**src/rtl/fam_pkg.sv**
```systemverilog
// Shared opcode type and constants for the fraction arithmetic block.
package fam_pkg;

  typedef enum logic [1:0] {
    OP_ADD = 2'd0,
    OP_SUB = 2'd1,
    OP_MUL = 2'd2,
    OP_DIV = 2'd3
  } opcode_e;

  // Width used to sign the result fields before they are cut to their port widths.
  localparam int ExtW = 65;

  localparam int WholeW  = 32;
  localparam int RemNumW = 32;
  localparam int RemDenW = 31;

endpackage

```
**src/rtl/fam_mul.sv**
```systemverilog
// Bit-serial unsigned shift-add multiplier, one multiplier bit per cycle.
module fam_mul #(
  parameter int W = 16
) (
  input  logic           clk_i,
  input  logic           rst_ni,
  input  logic           start_i,
  input  logic [W-1:0]   a_i,
  input  logic [W-1:0]   b_i,
  output logic           done_o,
  output logic [2*W-1:0] prod_o
);

  localparam int CntW = $clog2(W + 1);

  logic [2*W-1:0] a_q;
  logic [W-1:0]   b_q;
  logic [2*W-1:0] acc_q;
  logic [CntW-1:0] cnt_q;
  logic           busy_q;
  logic           done_q;

  always_ff @(posedge clk_i or negedge rst_ni) begin
    if (!rst_ni) begin
      busy_q <= 1'b0;
      done_q <= 1'b0;
      cnt_q  <= '0;
    end else begin
      done_q <= 1'b0;
      if (start_i) begin
        busy_q <= 1'b1;
        cnt_q  <= CntW'(W);
      end else if (busy_q) begin
        cnt_q <= cnt_q - 1'b1;
        if (cnt_q == CntW'(1)) begin
          busy_q <= 1'b0;
          done_q <= 1'b1;
        end
      end
    end
  end

  always_ff @(posedge clk_i) begin
    if (start_i) begin
      a_q   <= {{W{1'b0}}, a_i};
      b_q   <= b_i;
      acc_q <= '0;
    end else if (busy_q) begin
      if (b_q[0]) begin
        acc_q <= acc_q + a_q;
      end
      a_q <= {a_q[2*W-2:0], 1'b0};
      b_q <= {1'b0, b_q[W-1:1]};
    end
  end

  assign done_o = done_q;
  assign prod_o = acc_q;

endmodule

```
**src/rtl/fam_div.sv**
```systemverilog
// Restoring unsigned divider producing one quotient bit per cycle.
module fam_div #(
  parameter int N = 32
) (
  input  logic         clk_i,
  input  logic         rst_ni,
  input  logic         start_i,
  input  logic [N-1:0] dvd_i,
  input  logic [N-1:0] dvs_i,
  output logic         done_o,
  output logic [N-1:0] quo_o,
  output logic [N-1:0] rem_o
);

  localparam int CntW = $clog2(N + 1);

  logic [N-1:0]    q_q;
  logic [N-1:0]    r_q;
  logic [N-1:0]    d_q;
  logic [CntW-1:0] cnt_q;
  logic            busy_q;
  logic            done_q;
  logic [N:0]      rs;
  logic [N:0]      diff;
  logic            ge;

  assign rs   = {r_q, q_q[N-1]};
  assign ge   = rs >= {1'b0, d_q};
  assign diff = rs - {1'b0, d_q};

  always_ff @(posedge clk_i or negedge rst_ni) begin
    if (!rst_ni) begin
      busy_q <= 1'b0;
      done_q <= 1'b0;
      cnt_q  <= '0;
    end else begin
      done_q <= 1'b0;
      if (start_i) begin
        busy_q <= 1'b1;
        cnt_q  <= CntW'(N);
      end else if (busy_q) begin
        cnt_q <= cnt_q - 1'b1;
        if (cnt_q == CntW'(1)) begin
          busy_q <= 1'b0;
          done_q <= 1'b1;
        end
      end
    end
  end

  always_ff @(posedge clk_i) begin
    if (start_i) begin
      q_q <= dvd_i;
      r_q <= '0;
      d_q <= dvs_i;
    end else if (busy_q) begin
      r_q <= ge ? diff[N-1:0] : rs[N-1:0];
      q_q <= {q_q[N-2:0], ge};
    end
  end

  assign done_o = done_q;
  assign quo_o  = q_q;
  assign rem_o  = r_q;

endmodule

```
**src/rtl/fam_gcd.sv**
```systemverilog
// Binary GCD of two nonzero values that are not both even, one step per cycle.
module fam_gcd #(
  parameter int N = 30
) (
  input  logic         clk_i,
  input  logic         rst_ni,
  input  logic         start_i,
  input  logic [N-1:0] u_i,
  input  logic [N-1:0] v_i,
  output logic         done_o,
  output logic [N-1:0] g_o
);

  logic [N-1:0] u_q;
  logic [N-1:0] v_q;
  logic         busy_q;
  logic         done_q;

  always_ff @(posedge clk_i or negedge rst_ni) begin
    if (!rst_ni) begin
      busy_q <= 1'b0;
      done_q <= 1'b0;
    end else begin
      done_q <= 1'b0;
      if (start_i) begin
        busy_q <= 1'b1;
      end else if (busy_q && (u_q == v_q)) begin
        busy_q <= 1'b0;
        done_q <= 1'b1;
      end
    end
  end

  always_ff @(posedge clk_i) begin
    if (start_i) begin
      u_q <= u_i;
      v_q <= v_i;
    end else if (busy_q && (u_q != v_q)) begin
      if (!u_q[0]) begin
        u_q <= {1'b0, u_q[N-1:1]};
      end else if (!v_q[0]) begin
        v_q <= {1'b0, v_q[N-1:1]};
      end else if (u_q > v_q) begin
        u_q <= u_q - v_q;
      end else begin
        v_q <= v_q - u_q;
      end
    end
  end

  assign done_o = done_q;
  assign g_o    = u_q;

endmodule

```
**src/rtl/fraction_arith_mixed_number.sv**
```systemverilog
// Top level of the fraction arithmetic block with mixed-number result.
// Each transaction combines two signed fractions with add, subtract, multiply or divide
// and returns the whole part and the reduced remainder fraction, or an error flag with
// zero fields for a zero denominator or a zero divisor. One transaction is processed at
// a time. Each transaction runs serial multiplications, two for multiply and divide and
// three for add and subtract, then forms the signed sum and divides it by the last
// product in the restoring divider. When the remainder is nonzero, common factors
// of two are stripped, binary GCD steps find the common divisor and a second pair of
// divisions does the reduction; the result is then moved to the output register. An
// error transaction goes straight to the output register stage. The next transaction
// is accepted as soon as the result is moved to the output register, even if it has
// not yet been taken.
module fraction_arith_mixed_number
  import fam_pkg::*;
#(
  parameter int OPERAND_WIDTH = 16
) (
  input  logic                       clk_i,
  input  logic                       rst_ni,
  input  logic                       in_valid_i,
  output logic                       in_ready_o,
  input  logic [1:0]                 opcode_i,
  input  logic signed [OPERAND_WIDTH-1:0] a_num_i,
  input  logic [OPERAND_WIDTH-2:0]   a_den_i,
  input  logic signed [OPERAND_WIDTH-1:0] b_num_i,
  input  logic [OPERAND_WIDTH-2:0]   b_den_i,
  output logic                       out_valid_o,
  input  logic                       out_ready_i,
  output logic                       error_o,
  output logic signed [WholeW-1:0]   whole_part_o,
  output logic signed [RemNumW-1:0]  rem_num_o,
  output logic [RemDenW-1:0]         rem_den_o
);

  localparam int W  = OPERAND_WIDTH;
  localparam int MW = 2 * W;
  localparam int DW = 2 * W - 2;

  typedef enum logic [3:0] {
    ST_IDLE,
    ST_MUL1,
    ST_MUL2,
    ST_MUL3,
    ST_SUM,
    ST_DIV,
    ST_EVEN,
    ST_GCD,
    ST_RED,
    ST_FIN
  } state_e;

  state_e        state_q;
  opcode_e       op_q;
  logic          sa_q, sb_q, eq_q, err_q, neg_q;
  logic [W-1:0]  ma_q, mb_q;
  logic [W-2:0]  ad_q, bd_q;
  logic [MW-1:0] p1_q, p2_q, mag_q, whole_q;
  logic [DW-1:0] den_q, rem_q;
  logic          mul_start_q, div_start_q, gcd_start_q;

  logic          out_valid_q, out_err_q;
  logic [WholeW-1:0]  out_whole_q;
  logic [RemNumW-1:0] out_rem_q;
  logic [RemDenW-1:0] out_den_q;

  logic          in_err;
  logic          addsub;
  logic [W-1:0]  one_w;
  logic [W-1:0]  mop_a, mop_b;
  logic          mul_done;
  logic [MW-1:0] mul_prod;
  logic [MW-1:0] da_dvd, da_dvs, db_dvd, db_dvs;
  logic          da_done, db_done, gcd_done;
  logic [MW-1:0] da_quo, da_rem, db_quo, db_rem;
  logic [DW-1:0] gcd_g;
  logic [MW:0]   sx, sy, ssum, sabs;
  logic          sum_neg;
  logic [MW-1:0] sum_mag;
  logic [ExtW-1:0] whole_x, rem_x, den_x, whole_s, rem_s;
  logic          wneg, rneg;

  assign in_ready_o = (state_q == ST_IDLE);
  assign in_err = (a_den_i == '0) || (b_den_i == '0)
                  || ((opcode_i == OP_DIV) && (b_num_i == '0));
  assign addsub = (op_q == OP_ADD) || (op_q == OP_SUB);
  assign one_w  = W'(1);

  always_comb begin
    unique case (state_q)
      ST_MUL1: begin
        mop_a = ma_q;
        mop_b = (op_q == OP_MUL) ? mb_q : ((addsub && eq_q) ? one_w : {1'b0, bd_q});
      end
      ST_MUL2: begin
        mop_a = mb_q;
        mop_b = eq_q ? one_w : {1'b0, ad_q};
      end
      default: begin
        mop_a = {1'b0, ad_q};
        mop_b = (op_q == OP_DIV) ? mb_q : ((addsub && eq_q) ? one_w : {1'b0, bd_q});
      end
    endcase
  end

  fam_mul #(.W(W)) u_mul (
    .clk_i   (clk_i),
    .rst_ni  (rst_ni),
    .start_i (mul_start_q),
    .a_i     (mop_a),
    .b_i     (mop_b),
    .done_o  (mul_done),
    .prod_o  (mul_prod)
  );

  assign da_dvd = (state_q == ST_RED) ? {2'b00, rem_q} : mag_q;
  assign da_dvs = (state_q == ST_RED) ? {2'b00, gcd_g} : {2'b00, den_q};
  assign db_dvd = {2'b00, den_q};
  assign db_dvs = {2'b00, gcd_g};

  fam_div #(.N(MW)) u_div_a (
    .clk_i   (clk_i),
    .rst_ni  (rst_ni),
    .start_i (div_start_q),
    .dvd_i   (da_dvd),
    .dvs_i   (da_dvs),
    .done_o  (da_done),
    .quo_o   (da_quo),
    .rem_o   (da_rem)
  );

  fam_div #(.N(MW)) u_div_b (
    .clk_i   (clk_i),
    .rst_ni  (rst_ni),
    .start_i (div_start_q && (state_q == ST_RED)),
    .dvd_i   (db_dvd),
    .dvs_i   (db_dvs),
    .done_o  (db_done),
    .quo_o   (db_quo),
    .rem_o   (db_rem)
  );

  fam_gcd #(.N(DW)) u_gcd (
    .clk_i   (clk_i),
    .rst_ni  (rst_ni),
    .start_i (gcd_start_q),
    .u_i     (den_q),
    .v_i     (rem_q),
    .done_o  (gcd_done),
    .g_o     (gcd_g)
  );

  assign sx   = {1'b0, p1_q};
  assign sy   = {1'b0, p2_q};
  assign ssum = (sa_q ? -sx : sx) + (((op_q == OP_SUB) ^ sb_q) ? -sy : sy);
  assign sabs = ssum[MW] ? -ssum : ssum;

  always_comb begin
    if (addsub) begin
      sum_neg = ssum[MW];
      sum_mag = sabs[MW-1:0];
    end else begin
      sum_neg = (sa_q ^ sb_q) && (p1_q != '0);
      sum_mag = p1_q;
    end
  end

  assign whole_x = {{(ExtW - MW){1'b0}}, whole_q};
  assign rem_x   = {{(ExtW - DW){1'b0}}, rem_q};
  assign den_x   = {{(ExtW - DW){1'b0}}, den_q};
  assign wneg    = neg_q && (whole_q != '0);
  assign rneg    = neg_q && (whole_q == '0);
  assign whole_s = wneg ? -whole_x : whole_x;
  assign rem_s   = rneg ? -rem_x : rem_x;

  always_ff @(posedge clk_i or negedge rst_ni) begin
    if (!rst_ni) begin
      state_q     <= ST_IDLE;
      mul_start_q <= 1'b0;
      div_start_q <= 1'b0;
      gcd_start_q <= 1'b0;
      out_valid_q <= 1'b0;
    end else begin
      mul_start_q <= 1'b0;
      div_start_q <= 1'b0;
      gcd_start_q <= 1'b0;
      if ((state_q == ST_FIN) && (!out_valid_q || out_ready_i)) begin
        out_valid_q <= 1'b1;
      end else if (out_valid_q && out_ready_i) begin
        out_valid_q <= 1'b0;
      end
      unique case (state_q)
        ST_IDLE: begin
          if (in_valid_i) begin
            if (in_err) begin
              state_q <= ST_FIN;
            end else begin
              state_q     <= ST_MUL1;
              mul_start_q <= 1'b1;
            end
          end
        end
        ST_MUL1: begin
          if (mul_done) begin
            mul_start_q <= 1'b1;
            state_q     <= addsub ? ST_MUL2 : ST_MUL3;
          end
        end
        ST_MUL2: begin
          if (mul_done) begin
            mul_start_q <= 1'b1;
            state_q     <= ST_MUL3;
          end
        end
        ST_MUL3: begin
          if (mul_done) begin
            state_q <= ST_SUM;
          end
        end
        ST_SUM: begin
          div_start_q <= 1'b1;
          state_q     <= ST_DIV;
        end
        ST_DIV: begin
          if (da_done) begin
            state_q <= (da_rem == '0) ? ST_FIN : ST_EVEN;
          end
        end
        ST_EVEN: begin
          if (rem_q[0] || den_q[0]) begin
            gcd_start_q <= 1'b1;
            state_q     <= ST_GCD;
          end
        end
        ST_GCD: begin
          if (gcd_done) begin
            div_start_q <= 1'b1;
            state_q     <= ST_RED;
          end
        end
        ST_RED: begin
          if (da_done) begin
            state_q <= ST_FIN;
          end
        end
        ST_FIN: begin
          if (!out_valid_q || out_ready_i) begin
            state_q <= ST_IDLE;
          end
        end
        default: begin
          state_q <= ST_IDLE;
        end
      endcase
    end
  end

  always_ff @(posedge clk_i) begin
    unique case (state_q)
      ST_IDLE: begin
        if (in_valid_i) begin
          op_q  <= opcode_e'(opcode_i);
          err_q <= in_err;
          sa_q  <= a_num_i[W-1];
          sb_q  <= b_num_i[W-1];
          ma_q  <= a_num_i[W-1] ? -a_num_i : a_num_i;
          mb_q  <= b_num_i[W-1] ? -b_num_i : b_num_i;
          ad_q  <= a_den_i;
          bd_q  <= b_den_i;
          eq_q  <= (a_den_i == b_den_i);
        end
      end
      ST_MUL1: begin
        if (mul_done) begin
          p1_q <= mul_prod;
        end
      end
      ST_MUL2: begin
        if (mul_done) begin
          p2_q <= mul_prod;
        end
      end
      ST_MUL3: begin
        if (mul_done) begin
          den_q <= mul_prod[DW-1:0];
        end
      end
      ST_SUM: begin
        neg_q <= sum_neg;
        mag_q <= sum_mag;
      end
      ST_DIV: begin
        if (da_done) begin
          whole_q <= da_quo;
          rem_q   <= da_rem[DW-1:0];
        end
      end
      ST_EVEN: begin
        if (!rem_q[0] && !den_q[0]) begin
          rem_q <= {1'b0, rem_q[DW-1:1]};
          den_q <= {1'b0, den_q[DW-1:1]};
        end
      end
      ST_RED: begin
        if (da_done) begin
          rem_q <= da_quo[DW-1:0];
          den_q <= db_quo[DW-1:0];
        end
      end
      ST_FIN: begin
        if (!out_valid_q || out_ready_i) begin
          out_err_q   <= err_q;
          out_whole_q <= err_q ? '0 : whole_s[WholeW-1:0];
          out_rem_q   <= err_q ? '0 : rem_s[RemNumW-1:0];
          out_den_q   <= err_q ? '0 : den_x[RemDenW-1:0];
        end
      end
      default: begin
      end
    endcase
  end

  assign out_valid_o  = out_valid_q;
  assign error_o      = out_err_q;
  assign whole_part_o = out_whole_q;
  assign rem_num_o    = out_rem_q;
  assign rem_den_o    = out_den_q;

`ifndef ASSERT_OFF
  a_accept_leaves_idle: assert property (@(posedge clk_i) disable iff (!rst_ni)
    (in_valid_i && in_ready_o) |=> (state_q != ST_IDLE))
    else $error("Accepted transaction did not start processing.");

  a_mul_done_in_mul: assert property (@(posedge clk_i) disable iff (!rst_ni)
    mul_done |-> ((state_q == ST_MUL1) || (state_q == ST_MUL2) || (state_q == ST_MUL3)))
    else $error("Multiplier finished outside a multiply step.");

  a_gcd_done_in_gcd: assert property (@(posedge clk_i) disable iff (!rst_ni)
    gcd_done |-> (state_q == ST_GCD))
    else $error("GCD unit finished outside the GCD step.");

  a_div_pair: assert property (@(posedge clk_i) disable iff (!rst_ni)
    (db_done && (state_q == ST_RED)) |-> (da_done && (db_rem == '0)))
    else $error("Reduction dividers finished out of step or inexactly.");
`endif

endmodule
```
**config.mk**
```make
export PLATFORM = sky130hd
export DESIGN_NAME = fraction_arith_mixed_number
export DESIGN_NICKNAME = d
export VERILOG_FILES = /design/src/rtl/fam_pkg.sv /design/src/rtl/fam_mul.sv /design/src/rtl/fam_div.sv /design/src/rtl/fam_gcd.sv /design/src/rtl/fraction_arith_mixed_number.sv
export SDC_FILE = /design/constraint.sdc
export NUM_CORES = 2
export LEC_CHECK = 0
export BUFFER_PORTS_ARGS = -buffer_cell sky130_fd_sc_hd__buf_4
export CAP_MARGIN = 20
export CORE_ASPECT_RATIO = 1.4
export CORE_MARGIN = 1.5
export CORE_UTILIZATION = 55
export CTS_BUF_LIST = sky130_fd_sc_hd__clkbuf_16
export DETAILED_ROUTE_END_ITERATION = 7
export PLACE_DENSITY = 0.78
export SYNTH_ARGS = -nofsm -noshare
export SYNTH_HDL_FRONTEND = slang
export SYNTH_SLANG_ARGS = --single-unit
```
**constraint.sdc**
```tcl
create_clock -name clk_i -period 10.7 [get_ports clk_i]
set_input_delay 1.07 -clock clk_i [delete_from_list [all_inputs] [get_ports clk_i]]
set_output_delay 1.07 -clock clk_i [all_outputs]
set_load 0.01 [all_outputs]
```
==> results by group <==
Floorplan
  – Die ar.: 79,190 um2
  – Core area: roughly 77,000 um2
  – # IOs: 166
  – Die span in y: 332.4 um
  – Initial Utilization: 0.5565
  – Die width: approximately 240 um
  – Std cell rows: 120

STA
  – Max Slew Vio Count: 0
  – Final setup vio count: 0
  – Maximum clock frequency: 160.4 MHz
  – Final Hold Vio Count: 0
  – Post-layout min period: around 6.2 ns
  – Final Skew: around 0.04 ns
  – Setup tns final: 0 ns
  – Min Hold Slack: between 0.4 and 0.5 ns
  – Period Utilization, post-route: 0.5828
  – Slew headroom: 0.2733
  – RSZ-0062 raised after global routing: no
  – Least-Margin Pin Slew: 1.087 ns

Pwr
  – PD cells: 309.6 nW/um2
  – Switch Pwr: 6.273 mW
  – Leakage power: 18.55 nW
  – P_int: just over 8 mW
  – Sw Ratio: 0.4309
  – Power share of the clock group: 0.175
  – Sequential power share: 0.340
  – Logic pwr share: 0.485
  – Worst IR drop on VDD: roughly 240 uV

Cells and area
  – Share of cells above drive strength 1: 0.09459
  – Area taken by multi-input logic gates: 20,850 um2
  – # diodes: 0
  – Fin cells: around 5,500
  – Final Instance Area: between 40,000 and 50,000 um2
  – Fill count: ~6,400
  – Syn-to-layout area delta: 10.33%
  – Fin nets: roughly 4,700
  – Storage cell area: 20,090 um2

Logic synthesis
  – Yosys top cell area share: 0.3988
  – Ys async rst share: 0.04494
  – Largest cells by area after synthesis: edfxtp_1 (40%), ha_1 (5.7%), dfxtp_1 (5.4%)
  – Mapped cell area: approximately 43,000 um2
  – Synth Warn #: 0
  – Post-Syn Nets: 4,677
  – Post-Synthesis Cells: roughly 4,400
  – Post-synth top area cell: edfxtp_1
  – Synthesized flop and latch total: 712
  – Post-synthesis sequential area ratio: 0.4712
  – Syn Area/Cell: 9.668 um2
  – Top_reg_cell synth: edfxtp_1
  – Number of synthesized flops with an enable pin: between 500 and 600
  – Yosys cell types: 89

GRT
  – Vias in the first global route: 33,070
  – Aggregate global routing overflow: 0
  – GRT Total Usage: 0.3070
  – Largest net degree at the start of global routing: 86
  – Initial antenna violation count: 1
  – First-pass GRT wire length: 187,900 um

CTS
  – CTS Root Buffer Type: clkbuf_16
  – Skew-Pair Late Insertion Delay: 0.65 ns
  – CTS clock-pin slew for the worst setup and hold paths: 0.07 ns
  – Hold-fix buffers, CTS: 0
  – Inserted Clock Buffers: between 70 and 80
  – Clk sink count: about 710
  – Clock tree from TritonCTS: yes
  – Post CTS Setup Buffer Count: 0
  – Post-cts sizing count: 0
  – H-Tree Level Count: 3
  – Clk buf depth: 3

Route
  – Residual DRC count: 0
  – Final ANT Viol Nets: 0
  – WL/cell: roughly 22 um
  – Vias/cell: about 6.2
  – Pre-antenna DRT Iters: 6
  – WL final: 123,200 um
  – Vias: 34,320
  – Initial DRC count: 3,124

Placed design
  – Placed cell count: 5,363
  – PortBufs: 164
  – GP Congestion: 1.006
  – HPWL Detailed: 91,940 um
  – DP Area: 44,620 um2

Critical path
  – Slowest cell delay on critical path: 0.60 ns
  – Crit end category: register
  – Worst path slowest cell: or4_1
  – Worst-path cell chain: or4_1 -> or3_1 -> nor4_2 -> nor2_1 -> xnor2_1 -> ha_1 -> a21oi_1 -> nand2_1 -> a221oi_1 -> a211oi_1 -> buf_4 -> o41ai_1 -> nand2_1 -> nor4b_2 -> nand4_1 -> o41ai_1 -> xor2_1 -> a21oi_1
  – CP Max Fanout: 9
  – Critical Path AT: 6.60 ns
  – Worst Setup SP: p2_q[6]$_DFFE_PP_
  – Worst Setup Path Type: reg2reg
  – R2R setup slack: 4.46 ns
  – CP Launch Type: register
  – R2R Path Start: p2_q[6]$_DFFE_PP_
  – Required time worst endpoint: 11.07 ns

Run
  – Max Cap Viol: 0

Min path
  – Hold Path Class: in2async

Outcome
  – Status: finished, final reports clean
-- cell usage after synthesis, types with 18 or more instances --
master	n
nor2_1	379
and2_1	18
inv_1	230
a21o_1	101
clkbuf_1	205
a21oi_1	351
a221o_1	20
nor2b_1	74
nor3_1	90
a221oi_1	39
and3_1	29
or4_1	20
o21bai_1	18
a211oi_1	39
o21a_1	26
nand2b_1	36
nor4_1	28
mux2i_1	73
o211ai_1	27
ha_1	195
o31ai_1	58
mux2_2	51
nand4_1	50
a22oi_1	50
xnor2_1	218
buf_1	21
xor2_1	119
nand2_1	534
dfrtp_1	32
a31oi_1	40
or3_1	37
edfxtp_1	566
o21ai_0	225
nand3_1	64
dfxtp_1	114
-- registers in the layout (all words and copies together), names as in the netlist, 16 cells and up --
name	count
den_q	30
rem_den_o	30
u_div_b.d_q	30
u_gcd.v_q	30
rem_num_o	32
u_mul.b_q	16
u_mul.a_q	32
ma_q	16
u_div_a.d_q	30
u_div_a.quo_o	32
whole_part_o	32
u_gcd.g_o	30
u_div_b.quo_o	32
u_mul.prod_o	32
whole_q	32
p1_q	32
mb_q	16
u_div_a.rem_o	32
rem_q	30
mag_q	32
p2_q	32
u_div_b.rem_o	32
-- logic make-up after synthesis --
| kind of cell | synth area share |
|---|---|
| other | 0.00008800 |
| AND/OR/NAND/NOR | 0.1560 |
| AO/OA/AOI/OAI | 0.1713 |
| buffers and inverters | 0.04149 |
| XOR/XNOR | 0.06926 |
| multiplexers | 0.03062 |
| flip-flops | 0.4712 |
| adder cells (fa/ha/maj) | 0.06007 |
-- cells in the final DEF, fill, tap and decap left out, drive strengths merged, types with 17 or more instances in the layout --
cell    count
dfrtp      32
o31ai      59
xor2      119
edfxtp    566
or3        39
clkinv     27
nand2     534
a221oi     39
nand2b     36
nor4       30
mux2       51
o21bai     18
nor2b      74
or4        22
nand4      50
dfxtp     114
or2        17
and2       19
a211oi     39
nor2      379
buf       213
nand3      64
a21oi     351
a221o      20
and3       29
a21o      101
o211ai     27
o21ai     236
a22oi      50
a31oi      40
xnor2     218
clkbuf     76
nor3       90
inv       254
ha        195
mux2i      73
o21a       26
-- path summary, 6_finish.rpt --
| kind | to | depth (start not counted) |
|---|---|---|
| min reg2reg | whole_q[30]$_DFFE_PP_ | 0 |
| min in group clk_i | whole_q[30]$_DFFE_PP_ | 0 |
| min | u_div_a.busy_q$_DFF_PN0_ | 1 |
| max in group asynchronous | gcd_start_q$_DFF_PN0_ | 1 |
| max | mag_q[31]$_DFFE_PP_ | 18 |
| max reg2reg | mag_q[31]$_DFFE_PP_ | 18 |
-- critical path: cells and delay by family (launching register included) --
| family | cells | cell delay, ns |
|---|---|---|
| AND/OR/NAND/NOR | 8 | 2.74 |
| AO/OA/AOI/OAI | 6 | 1.87 |
| flip-flops | 1 | 0.41 |
| adder cells (fa/ha/maj) | 1 | 0.37 |
| XOR/XNOR | 2 | 0.36 |
| buffers and inverters | 1 | 0.19 |
-- per-layer routing --
| layer | routed length, um | global-route usage | vias to the layer above |
|---|---|---|---|
| met5 | 11 | 0 | - |
| met4 | 9553 | 0.2124 | 2 |
| met3 | 7753 | 0.04017 | 389 |
| met2 | 61510 | 0.5320 | 1415 |
| met1 | 44380 | 0.3504 | 16380 |
| li1 | - | - | 16130 |
-- through the flow --
step	utilization	setup slack, ns	total power, mW
2_1_floorplan	-	2.492	9.880
3_3_place_gp	0.5827	4.320	11.72
3_5_place_dp	0.5827	4.159	11.88
4_1_cts	0.6135	4.131	14.46
5_1_grt	0.6140	4.029	15.45
6_report	0.6140	4.464	14.56
-- power by group through the flow --
| stage | combinational (mW) | clock [mW] | sequential, mW |
|---|---|---|---|
| 2_1_floorplan | 5.35 | 0 | 4.53 |
| 3_3_place_gp | 6.75 | 0 | 4.97 |
| 3_5_place_dp | 6.89 | 0 | 4.98 |
| 4_1_cts | 6.95 | 2.58 | 4.93 |
| 5_1_grt | 7.78 | 2.68 | 4.99 |
| 6_report | 7.05 | 2.55 | 4.95 |
-- layout make-up --
class | count | share of cell area
tap | 976 | 0.02597
sequential | 712 | 0.4272
multi-input combinational | 3231 | 0.4435
timing repair buffer | 215 | 0.03459
inverter | 233 | 0.01860
clock inverter | 60 | 0.01070
clock buffer | 74 | 0.03938
Note: power is estimated with default switching activity, not from simulation.
